**config.mk**
```make
export PLATFORM = sky130hd
export DESIGN_NAME = reversed_inverted_crc16_check
export DESIGN_NICKNAME = d
export VERILOG_FILES = /design/src/hdl/ricrc_pkg.sv /design/src/hdl/ricrc_fold.sv /design/src/hdl/reversed_inverted_crc16_check.sv
export SDC_FILE = /design/constraint.sdc
export NUM_CORES = 1
export LEC_CHECK = 0
export BUFFER_PORTS_ARGS = -buffer_cell sky130_fd_sc_hd__buf_2
export CORE_UTILIZATION = 50
export CTS_CLUSTER_SIZE = 14
export DETAILED_ROUTE_END_ITERATION = 8
export PLACE_DENSITY = 0.81
export SETUP_SLACK_MARGIN = 0.15
export SYNTH_ARGS = -nofsm -noshare
export SYNTH_HDL_FRONTEND = slang
export SYNTH_SLANG_ARGS = --single-unit
```
**constraint.sdc**
```tcl
create_clock -name clock -period 3.6 [get_ports clock]
set_input_delay 0.18 -clock clock [delete_from_list [all_inputs] [get_ports clock]]
set_output_delay 0.18 -clock clock [all_outputs]
set_load 0.005 [all_outputs]
```
**src/hdl/ricrc_pkg.sv**
```systemverilog
// ---------------------------------------------------------------------------
// ricrc_pkg
// Widths, constants and bit-level helpers for the reversed/inverted CRC-16.
// ---------------------------------------------------------------------------
`timescale 1ns / 1ps

package ricrc_pkg;

   localparam int BYTE_W        = 8;
   localparam int CRC_W         = 16;
   localparam int CNT_W         = 5;
   localparam int MSG_BYTES_DEF = 21;

   localparam logic [CRC_W-1:0] CRC_POLY = 16'h1021;

   // Bit-reverse a byte, then complement it
   function automatic logic [BYTE_W-1:0] flip_byte(input logic [BYTE_W-1:0] b);
      logic [BYTE_W-1:0] r;
      for (int k = 0; k < BYTE_W; k++) begin
         r[BYTE_W-1-k] = b[k];
      end
      return ~r;
   endfunction

   // Fold one byte into the CRC, MSB first, eight shift/xor steps
   function automatic logic [CRC_W-1:0] crc_fold(input logic [CRC_W-1:0] crc,
                                                 input logic [BYTE_W-1:0] b);
      logic [CRC_W-1:0] c;
      c = crc ^ {b, {(CRC_W-BYTE_W){1'b0}}};
      for (int k = 0; k < BYTE_W; k++) begin
         if (c[CRC_W-1]) begin
            c = {c[CRC_W-2:0], 1'b0} ^ CRC_POLY;
         end else begin
            c = {c[CRC_W-2:0], 1'b0};
         end
      end
      return c;
   endfunction

endpackage

```
**src/hdl/ricrc_fold.sv**
```systemverilog
// ---------------------------------------------------------------------------
// ricrc_fold
// Combinational CRC update: reverse and invert one raw byte, fold it in.
// ---------------------------------------------------------------------------
`timescale 1ns / 1ps

module ricrc_fold (
   input  logic [ricrc_pkg::CRC_W-1:0]  crc,
   input  logic [ricrc_pkg::BYTE_W-1:0] raw_byte,
   output logic [ricrc_pkg::CRC_W-1:0]  crc_next
);
   import ricrc_pkg::*;

   logic [BYTE_W-1:0] flipped;

   // Byte conditioning, then the 0x1021 shift register over eight bits
   assign flipped  = flip_byte(raw_byte);
   assign crc_next = crc_fold(crc, flipped);

endmodule

```
**src/hdl/reversed_inverted_crc16_check.sv**
```systemverilog
// ---------------------------------------------------------------------------
// reversed_inverted_crc16_check
// Streaming CRC-16 (poly 0x1021, zero init) over fixed-length messages.
// ---------------------------------------------------------------------------
// Usage:
//   req channel carries one message byte per request (req_data_byte). Each
//   byte is bit-reversed and complemented before it enters the CRC.
//   After MESSAGE_BYTES requests, one response on the rsp channel carries
//   the CRC high and low bytes; CRC and byte count then restart at zero.
//   Bytes other than the last of a message produce no response.
// Path: an accepted request is registered in the input register, then
//   folded into the CRC register; the last byte of a message loads the
//   output register, which drives rsp_valid.
// Throughput: one byte per cycle unless a held response stalls the
//   request side; the byte fold (eight shift/xor steps) is combinational.
// Stall: a held response stalls the request side only when the byte in
//   the input register completes another message; other bytes keep flowing.
// Reset: synchronous; clears CRC, byte count and both valid flags.
// ---------------------------------------------------------------------------
`timescale 1ns / 1ps

module reversed_inverted_crc16_check #(
   parameter int MESSAGE_BYTES = ricrc_pkg::MSG_BYTES_DEF
) (
   input  logic                         clock,
   input  logic                         reset,
   input  logic                         req_valid,
   output logic                         req_stall,
   input  logic [ricrc_pkg::BYTE_W-1:0] req_data_byte,
   output logic                         rsp_valid,
   input  logic                         rsp_stall,
   output logic [ricrc_pkg::BYTE_W-1:0] rsp_check_high,
   output logic [ricrc_pkg::BYTE_W-1:0] rsp_check_low
);
   import ricrc_pkg::*;

   localparam logic [CNT_W:0] LAST_CNT = (CNT_W+1)'(MESSAGE_BYTES);

   logic              in_valid_ff, in_valid_in;
   logic [BYTE_W-1:0] in_byte_ff,  in_byte_in;
   logic [CRC_W-1:0]  crc_ff,      crc_in;
   logic [CNT_W-1:0]  count_ff,    count_in;
   logic              out_valid_ff, out_valid_in;
   logic [CRC_W-1:0]  out_crc_ff,  out_crc_in;

   logic [CRC_W-1:0]  crc_next;
   logic [CNT_W:0]    count_next;
   logic              last_byte;
   logic              advance;
   logic              accept;

   ricrc_fold u_fold (
      .crc      (crc_ff),
      .raw_byte (in_byte_ff),
      .crc_next (crc_next)
   );

   // End-of-message detection on the byte in the input register
   assign count_next = {1'b0, count_ff} + (CNT_W+1)'(1);
   assign last_byte  = (count_next >= LAST_CNT);

   // Byte moves on unless it ends a message and the result slot is held
   assign advance   = in_valid_ff && (!last_byte || !out_valid_ff || !rsp_stall);
   assign req_stall = in_valid_ff && !advance;
   assign accept    = req_valid && !req_stall;

   // Next-state logic
   always_comb begin
      in_valid_in  = in_valid_ff;
      in_byte_in   = in_byte_ff;
      crc_in       = crc_ff;
      count_in     = count_ff;
      out_valid_in = out_valid_ff;
      out_crc_in   = out_crc_ff;

      if (out_valid_ff && !rsp_stall) begin
         out_valid_in = 1'b0;
      end

      if (advance) begin
         in_valid_in = 1'b0;
         if (last_byte) begin
            crc_in       = '0;
            count_in     = '0;
            out_valid_in = 1'b1;
            out_crc_in   = crc_next;
         end else begin
            crc_in   = crc_next;
            count_in = count_next[CNT_W-1:0];
         end
      end

      if (accept) begin
         in_valid_in = 1'b1;
         in_byte_in  = req_data_byte;
      end
   end

   // Control registers
   always_ff @(posedge clock) begin
      if (reset) begin
         in_valid_ff  <= 1'b0;
         crc_ff       <= '0;
         count_ff     <= '0;
         out_valid_ff <= 1'b0;
      end else begin
         in_valid_ff  <= in_valid_in;
         crc_ff       <= crc_in;
         count_ff     <= count_in;
         out_valid_ff <= out_valid_in;
      end
   end

   // Payload registers
   always_ff @(posedge clock) begin
      in_byte_ff <= in_byte_in;
      out_crc_ff <= out_crc_in;
   end

   assign rsp_valid      = out_valid_ff;
   assign rsp_check_high = out_crc_ff[CRC_W-1 -: BYTE_W];
   assign rsp_check_low  = out_crc_ff[BYTE_W-1:0];

endmodule

```
=== Word level (Yosys, flattened, before mapping) ===
Index checks and enable logic that the tools add are counted.

* Logic and storage cells: 46
* Output and inout bits: 18
* Bits in registers: 47
* Bits of input ports: 12

* Add/subtract/negate cells: 1
* Reduce and logical (&&, ||, !) cells: 13
* $lt $le $gt $ge: 1
* Bitwise logic cells: 10
* Mux-type cells: 15

{| class="wikitable"
|+ Operator list
! cell !! number
|-
| $mux W13 || 8
|-
| $not A3 Y3 || 8
|-
| $mux W16 || 1
|-
| $xor A16 B16 Y16 || 1
|-
| $not A8 Y8 || 1
|-
| $add A5 B1 Y6 const B || 1
|-
| $ge A6 B5 Y1 const B || 1
|-
| $logic_not A1 Y1 || 5
|-
| $mux W1 || 5
|-
| $mux W5 || 1
|-
| $logic_and A1 B1 Y1 || 4
|-
| $logic_or A1 B1 Y1 || 2
|-
| $reduce_and A2 Y1 || 1
|-
| $reduce_bool A2 Y1 || 1
|}

=== Depth between registers and ports, before layout ===
Gate-level depths: netlist of the first run.

* Depth in word-level cells: 19
* Depth in mapped cells: 8
* Gate-level depth less buffers: 6

=== Hierarchy ===
From an unflattened synthesis of the first run, not the netlist that was laid out.

* Cells, all modules: 133
* Area, all modules: 2084.5 um2

{| class="wikitable"
|+ By module, submodules not included
! module !! area each (um2) !! seq. area each (um2) !! times used !! cells an instance
|-
| reversed_inverted_crc16_check || 1714.1 || 1181.1 || 1 || 109
|-
| ricrc_fold || 370.4 || 0.0 || 1 || 24
|}

=== Worst setup path before layout of the first run ===
No wires, ideal clock.

* Kind: reg-to-reg
* Start point: register count_ff[0]
* End point: register out_crc_ff[0] (enable)
* Arrival: 2187 ps
* Path buffers: 0
* Path slack: 1019 ps
* Clock period less this slack: 2581 ps
* Data required time: 3206 ps
* Stages on the path, launching flop included: 6
* Library setup time: 394 ps
* Path through: dfxtp_1 -> ha_1 -> a211oi_1 -> a311oi_2 -> o21ai_0 -> a21oi_1

* Word-level cells in the longest chain between the ends: 7

{| class="wikitable"
|+ Ends and longest elaborated chain
! element !! line !! RTL
|-
| start: declaration || reversed_inverted_crc16_check.sv:42 || <nowiki>logic [CNT_W-1:0] count_ff, count_in;</nowiki>
|-
| start signal: assignment || reversed_inverted_crc16_check.sv:109 || <nowiki>count_ff <= count_in;</nowiki>
|-
| $add A5 B1 Y6 (*) || reversed_inverted_crc16_check.sv:59 || <nowiki>assign count_next = {1'b0, count_ff} + (CNT_W+1)'(1);</nowiki>
|-
| $ge A6 B5 Y1 (*) || reversed_inverted_crc16_check.sv:60 || <nowiki>assign last_byte = (count_next >= LAST_CNT);</nowiki>
|-
| $logic_not A1 Y1 || reversed_inverted_crc16_check.sv:63 || <nowiki>assign advance = in_valid_ff && (!last_byte || !out_valid_ff || !rsp_stall);</nowiki>
|-
| $logic_or A1 B1 Y1 (2 in a row) || reversed_inverted_crc16_check.sv:63 ||
|-
| $logic_and A1 B1 Y1 || reversed_inverted_crc16_check.sv:63 ||
|-
| $reduce_and A2 Y1 (no source line) (*) || - ||
|-
| end signal: assignment || reversed_inverted_crc16_check.sv:117 || <nowiki>out_crc_ff <= out_crc_in;</nowiki>
|-
| end: declaration || reversed_inverted_crc16_check.sv:44 || <nowiki>logic [CRC_W-1:0] out_crc_ff, out_crc_in;</nowiki>
|}

Mark *: on every way between the ends. The rest lies on a longest branch, timed or not.
A chain may end at the register's enable or synchronous reset.

=== Worst setup path after layout of the first run ===
* Start point: register count_ff[0]
* End point: register count_ff[0]

* Word-level cells in the longest chain between the ends: 6
* Elaborated cells on any way between the ends: 7
* Classes of those cells: add/sub (1); order compare (1); mux (1); reduce/logical (4)

{| class="wikitable"
|+ Ends and longest elaborated chain
! element !! line
|-
| $add A5 B1 Y6 (*) || reversed_inverted_crc16_check.sv:59
|-
| $ge A6 B5 Y1 || reversed_inverted_crc16_check.sv:60
|-
| $logic_not A1 Y1 || reversed_inverted_crc16_check.sv:63
|-
| $logic_or A1 B1 Y1 (2 in a row) || reversed_inverted_crc16_check.sv:63
|-
| $logic_and A1 B1 Y1 || reversed_inverted_crc16_check.sv:63
|}

Marked as above.

==> results of run 1 <==
[cell usage in the layout, fill, tap and decap left out, types with 5 or more instances in the layout]
cell type  Yosys  final
clkbuf_8       0      5
dfxtp_1       23     23
inv_1          7      7
edfxtp_1      24     24
a22o_1        10     10
a22o_2         8      8
xor2_1        10     10
nand2_1        6      6
xnor2_1       15     15
buf_2          0     29
[final timing paths]
path / endpoint / startpoint
setup / recovery: count_ff[0]$_SDFFE_PP0P_ / count_ff[0]$_SDFFE_PP0P_
hold reg to reg: crc_ff[11]$_SDFFE_PP0P_ / crc_ff[11]$_SDFFE_PP0P_
setup reg to reg: count_ff[0]$_SDFFE_PP0P_ / count_ff[0]$_SDFFE_PP0P_
hold / removal: in_byte_ff[1]$_DFFE_PP_ / req_data_byte[1]
[metal layers]
layer	up-vias	part of all wire (%)	global-route usage [%]
met1	527	45	19.4
met2	39	47	26.2
li1	553	-	-
met5	-	0	0
met4	0	3.9	11.6
met3	13	4.2	4.71
[power by group through the flow]
| stage | logic (mW) | registers [mW] | clock network, mW |
|---|---|---|---|
| finish | 0.165 | 0.631 | 0.312 |
| global route | 0.180 | 0.634 | 0.338 |
| CTS | 0.162 | 0.630 | 0.315 |
| detailed placement | 0.161 | 0.643 | 0 |
| global placement | 0.157 | 0.641 | 0 |
| floorplan | 0.132 | 0.638 | 0 |
[cell type report]
type                    instances  share of cell area, %
flip-flops and latches         47                   55.4
multi-input cells              75                   29.3
repair buffers                 30                   7.16
clock buffers                   5                   3.23
well taps                      46                   2.70
inverters                       7                   1.23
clock inverters                 3                  0.939
[critical path, cell delays in order (launching register included)]
cell,delay [ns]
dfxtp_1,0.40
ha_1,0.31
a211oi_1,0.13
a311oi_2,0.54
o311a_1,0.65
mux2_2,0.29
[metrics by stage]
step           power [mW]  worst slack [ns]  utilization, %
4_1_cts              1.11              1.25            61.5
5_1_grt              1.15              1.06            61.5
2_1_floorplan       0.770              1.02               -
3_3_place_gp        0.798              1.42            58.9
6_report             1.11              1.22            61.5
3_5_place_dp        0.804              1.28            58.9
[logic make-up (layout without fill, tap and decap cells)]
logic type	Yosys count	count (layout)	share of synthesized area (%)
AND/OR/NAND/NOR	14	14	5.02
XOR/XNOR	25	25	11.6
flip-flops	47	47	62.4
adder cells (fa/ha/maj)	2	2	1.32
AO/OA/AOI/OAI	32	32	13.9
buffers and inverters	12	45	4.56
multiplexers	2	2	1.19
[sequential cells by signal (all words and copies together) (netlist names)]
| register | cells |
|---|---|
| in_byte_ff | 8 |
| crc_ff | 16 |
| rsp_valid | 1 |
| out_crc_ff | 16 |
| in_valid_ff | 1 |
| count_ff | 5 |
==> impl_metrics.yaml, run 1 <==
cts:
  cts_buffers: 5
  post_cts_buffers: 0
  htree_levels: 2
  clockBufferDepth: 2
  cts_resized: 0
  cts_tree: "done"
  clk_pin_slew_ns: 0.09
  root_buffer: "clkbuf_8"
  postCtsHoldBufs: 0
  cts_sinks: 47
  clock_latency_ns: 0.31
synthesis:
  yosys-top-cells-count: "edfxtp_1 (24), dfxtp_1 (23), xnor2_1 (15)"
  yosys_warnings: 0
  synth_cells: 134
  ys_seq_elements: 47
  yosys.area.top_type_share_pct: 38.1
  synth_cell_types: 26
  ys_seq_area_share_pct: 62.4
  synthArstFlopShare_pct: 0
  yosys-top-cells-area: "edfxtp_1 (38%), dfxtp_1 (24%), xnor2_1 (6.9%)"
  synth_top_area_cell: "edfxtp_1"
  syn_area_per_cell_sq_um: 14.1
  syn-cell-area_sq_mm: 0.00189
  synth_ff_type: "edfxtp_1"
  synth_nets: 148
  post-synth-top-count-cell: "edfxtp_1"
  synth_edf_count: 24
setup_path:
  cp_max_fo: 19
  crit_type: "flip-flop to flip-flop"
  required_ns: 3.85
  cp-end-kind: "flip-flop"
  cp.arrival_ns: 2.62
  reg2regPathDepth: 5
  critPathLaunchType: "flip-flop"
  ff2ff_setup_slack_ns: 1.22
floorplanning:
  coreArea_sq_mm: 0.00347
  design.portCount: 30
  dieArea_sq_mm: 0.00404
  initial_utilization_pct: 54.6
  die_h_um: 63.5
  die_x_um: 63.5
  placementRows: 21
place:
  globalplace.congestion: 0.775
  dp_cells: 205
  hpwl_um: 2120
  io_buffers: 29
  place_area_sq_mm: 0.00204
detailed_routing:
  drt_pass1_iterations: 4
  viasPerCell: 5.31
  postRouteWirelength_um: 3060
  drc_errors: 0
  ant_nets: 0
  wire_per_inst_um: 14.4
  first_iter_violations: 34
  vias: 1132
timing:
  worst_slew_pin_slew_ns: 1.00
  setup_viol: 0
  rsz0062_at_grt: "no"
  hold_slack_ns: 0.0409
  finClkSkew_ns: 0.0120
  fin_crit_sh_pct: 66.1
  fin_crit_ns: 2.38
  report.final.slew_viol_count: 0
  fmax_mhz: 420
  hold_violations: 0
  fin_tns_setup_ns: 0
  slew_headroom_pct: 32.7
power:
  vdd_drop_max_mv: 0.353
  power.leakage_nw: 0.813
  switching_share_pct: 26.1
  p_comb_share_pct: 14.9
  p_switching_mw: 0.289
  seqPwrFrac_pct: 56.9
  p_int_mw: 0.819
  clock_power_share_pct: 28.2
  power_density_mw_per_mm2: 520
cells_and_area:
  areaGrowthSynthToFinish_pct: 12.6
  ff_latch_area_sq_mm: 0.00118
  fill_cells: 277
  instances_no_fill: 213
  n_antenna_cell: 0
  fin_nets: 180
  drive_gt1_share_pct: 31.1
  multi_input_area_sq_um: 626
  final_area_sq_mm: 0.00213
grt:
  grt_max_degree: 20
  antenna_found_initial: 0
  grt_overflow_total: 0
  grt_pass1_wl_um: 4940
  grt_usage_pct: 16.7
  grt_pass1_vias: 1092
flow_run:
  drv_cap: 0
worst_hold_path:
  hold-path-cell-count: 1
  worstHoldPathType: "primary input to flip-flop"
run_status:
  status: "finished, final reports clean"
Note: power is estimated with default switching activity, not from simulation.
==> inputs of run 2 (changes only) <==
ABC_AREA = 1   (was default)
PLACE_DENSITY = 0.8   (was 0.81)
clock period = 2.25 ns   (was 3.6 ns; I/O delays follow)
==> run 2 against run 1 <==
- utilization is 3.1 points higher
- clock-buffer cell count stayed put
- sequential share of layout area is 6.9 points lower
- critical path type unchanged
- largest cell class unchanged
- highest routed layer unchanged
==> impl_metrics.yaml, run 2 <==
timing:
  fin_crit_sh_pct: 85.1
  finClkSkew_ns: 0.00524
  hold_violations: 0
  rsz0062_at_grt: "no"
  setup_viol: 0
  setup_slack_ns: 0.334
  worst_slew_pin_slew_ns: 0.463
  fin_crit_ns: 1.92
  report.final.slew_viol_count: 0
  fmax_mhz: 522
  slew_headroom_pct: 69.2
  fin_tns_setup_ns: 0
setup_path:
  cp.buffers_inverters: 3
  crit_family: "simple AND/OR/NAND/NOR gates"
  worstReg2RegEnd: "out_crc_ff[13]$_DFFE_PP_"
  cp_max_fo: 16
  critPathLaunch: "count_ff[1]$_SDFFE_PP0P_"
  worstPathCellList: "ha_1, nand3_1, xor2_1, nand2_1, nand2_2, nand2_2, nand2_4, inv_1, nand2_1, inv_1, buf_6"
  worstReg2RegStart: "count_ff[1]$_SDFFE_PP0P_"
  ff2ff_setup_slack_ns: 0.33
  reg2regPathDepth: 11
  critPathLaunchType: "flip-flop"
  cp-endpoint: "out_crc_ff[13]$_DFFE_PP_"
  cp-end-kind: "flip-flop"
  cp.arrival_ns: 1.93
  cpMaxStageDelayCell: "dfxtp_1"
  critPathMaxStageDelay_ns: 0.41
  crit_type: "flip-flop to flip-flop"
  cp_num_cells: 11
  required_ns: 2.26
grt:
  grt_max_degree: 23
  grt_usage_pct: 17.2
  grt_pass1_vias: 1301
  grt_overflow_total: 0
  grt_pass1_wl_um: 5460
  antenna_found_initial: 0
place:
  dp_worst_setup_slack_ns: 0.314
  io_buffers: 29
  hpwl_um: 2190
  place_area_sq_mm: 0.00221
  globalplace.congestion: 0.767
worst_hold_path:
  worstHoldPathType: "primary input to flip-flop"
  hold-path-cell-count: 3
synthesis:
  yosys.area.top_type_share_pct: 35.6
  synth_cells: 206
  synth_top_area_cell: "edfxtp_1"
  yosys-top-cells-count: "nand2_1 (64), edfxtp_1 (24), dfxtp_1 (23)"
  synth_edf_count: 24
  synth_cell_types: 22
  ys_seq_area_share_pct: 58.3
  synth_ff_type: "edfxtp_1"
  yosys_warnings: 0
  yosys-top-cells-area: "edfxtp_1 (36%), dfxtp_1 (23%), nand2_1 (12%)"
  syn_area_per_cell_sq_um: 9.83
  ys_seq_elements: 47
  syn-cell-area_sq_mm: 0.00203
  synthArstFlopShare_pct: 0
  synth_nets: 220
  post-synth-top-count-cell: "nand2_1"
floorplanning:
  placementRows: 22
  design.portCount: 30
  die_x_um: 65.7
  dieArea_sq_mm: 0.00431
  coreArea_sq_mm: 0.00377
  die_h_um: 65.7
  initial_utilization_pct: 53.7
cts:
  htree_levels: 2
  cts_tree: "done"
  cts_buffers: 5
  clockBufferDepth: 2
  root_buffer: "clkbuf_8"
  clock_latency_ns: 0.30
  clk_pin_slew_ns: 0.08
  post_cts_buffers: 0
  cts_sinks: 47
flow_run:
  drv_cap: 0
cells_and_area:
  areaGrowthSynthToFinish_pct: 20.1
  final_cell_mix: "nand2_1 (64), buf_2 (29), edfxtp_1 (24)"
  final_area_sq_mm: 0.00243
  n_antenna_cell: 0
  fill_cells: 289
  final_common_cell: "nand2_1"
  top_regs: "crc_ff (16), out_crc_ff (16), in_byte_ff (8)"
  fin_nets: 261
  drive_gt1_share_pct: 20.2
  final_util_pct: 64.5
run_status:
  status: "finished, final reports clean"
detailed_routing:
  drt_pass1_iterations: 4
  wire_per_inst_um: 10.8
  ant_nets: 0
  postRouteWirelength_um: 3190
  viasPerCell: 4.74
  first_iter_violations: 97
  vias: 1404
  drc_errors: 0
power:
  vdd_drop_max_mv: 0.535
  power_density_mw_per_mm2: 811
  power.leakage_nw: 1.04
[run 2: cell types whose count changed in the layout (fill, tap and decap cells not counted), moves of 3 or more]
| cell | previous run | this run |
|---|---|---|
| a21oi_2 | 0 | 3 |
| xor2_1 | 10 | 18 |
| nor2_1 | 1 | 5 |
| a22o_2 | 8 | 0 |
| nand3_1 | 1 | 7 |
| nand2_2 | 0 | 4 |
| nand2_1 | 6 | 64 |
| o21ai_0 | 4 | 1 |
| a21oi_1 | 4 | 18 |
| a22o_1 | 10 | 0 |
| dlygate4sd3_1 | 0 | 8 |
| xnor2_1 | 15 | 7 |
| inv_1 | 7 | 18 |
[run 2: cell type report]
cell class                 count  area [sq um]  share of cell area (%)
timing repair buffer          40           251                    10.3
inverter                      18          67.6                    2.78
sequential                    47          1180                    48.5
clock inverter                 3          67.6                    2.78
multi-input combinational    135           737                    30.3
tap                           48          60.1                    2.47
clock buffer                   5          68.8                    2.83
[run 2: what timing repair did]
item | in CTS | in global routing
hold buffers | 8 | 0
endpoints found under the hold margin | 8 | 0
setup endpoints to repair | 0 | 16
resized for setup | 0 | 1
[run 2: report_power, final]
part           leakage, nW  switching (mW)  internal [mW]
registers            0.410          0.0358          0.964
logic                0.564           0.149          0.105
clock network       0.0644           0.277          0.443
total                 1.04           0.461           1.51
[run 2: per-layer routing]
layer / GRT usage (%) / vias up / routed length (um)
met5: 0 / - / 0
met4: 8.15 / 0 / 46
met3: 5.73 / 5 / 198
met2: 26.1 / 45 / 1400
met1: 21.8 / 620 / 1540
li1: - / 734 / -
[run 2: per-stage QoR]
stage                     hold WS [ns]  cells  power (mW)
after floorplan                  0.182    206        1.21
after global placement           0.292    280        1.25
after detailed placement         0.291    280        1.26
after CTS                       0.0678    296        1.99
after global routing            0.0981    296        2.07
final                           0.0782    296        1.97
[run 2: worst min-delay path by stage]
stage | startpoint | to | slack (ns)
6_report | req_valid | in_valid_ff$_SDFFE_PP0P_ | 0.08
5_1_grt | req_valid | in_valid_ff$_SDFFE_PP0P_ | 0.1
4_1_cts | req_valid | in_valid_ff$_SDFFE_PP0P_ | 0.07
3_5_place_dp | req_data_byte[6] | in_byte_ff[6]$_DFFE_PP_ | 0.29
3_3_place_gp | req_data_byte[6] | in_byte_ff[6]$_DFFE_PP_ | 0.29
2_1_floorplan | reset | count_ff[1]$_SDFFE_PP0P_ | 0.18
[run 2: cells by family (layout without fill, tap and decap cells)]
group	Yosys count	after routing	share of synthesized area, %
xor+xnor	26	26	11.6
fa+ha+maj	2	2	1.24
flops	47	47	58.3
compound gates	22	22	5.99
simple gates	85	85	17.5
buf+inv	24	66	5.31
[run 2: worst min-delay path, delay by kind of cell]
| kind | cells | cell delay [ns] |
|---|---|---|
| simple gates | 1 | 0.07 |
| buf+inv | 1 | 0.09 |
| compound gates | 1 | 0.06 |
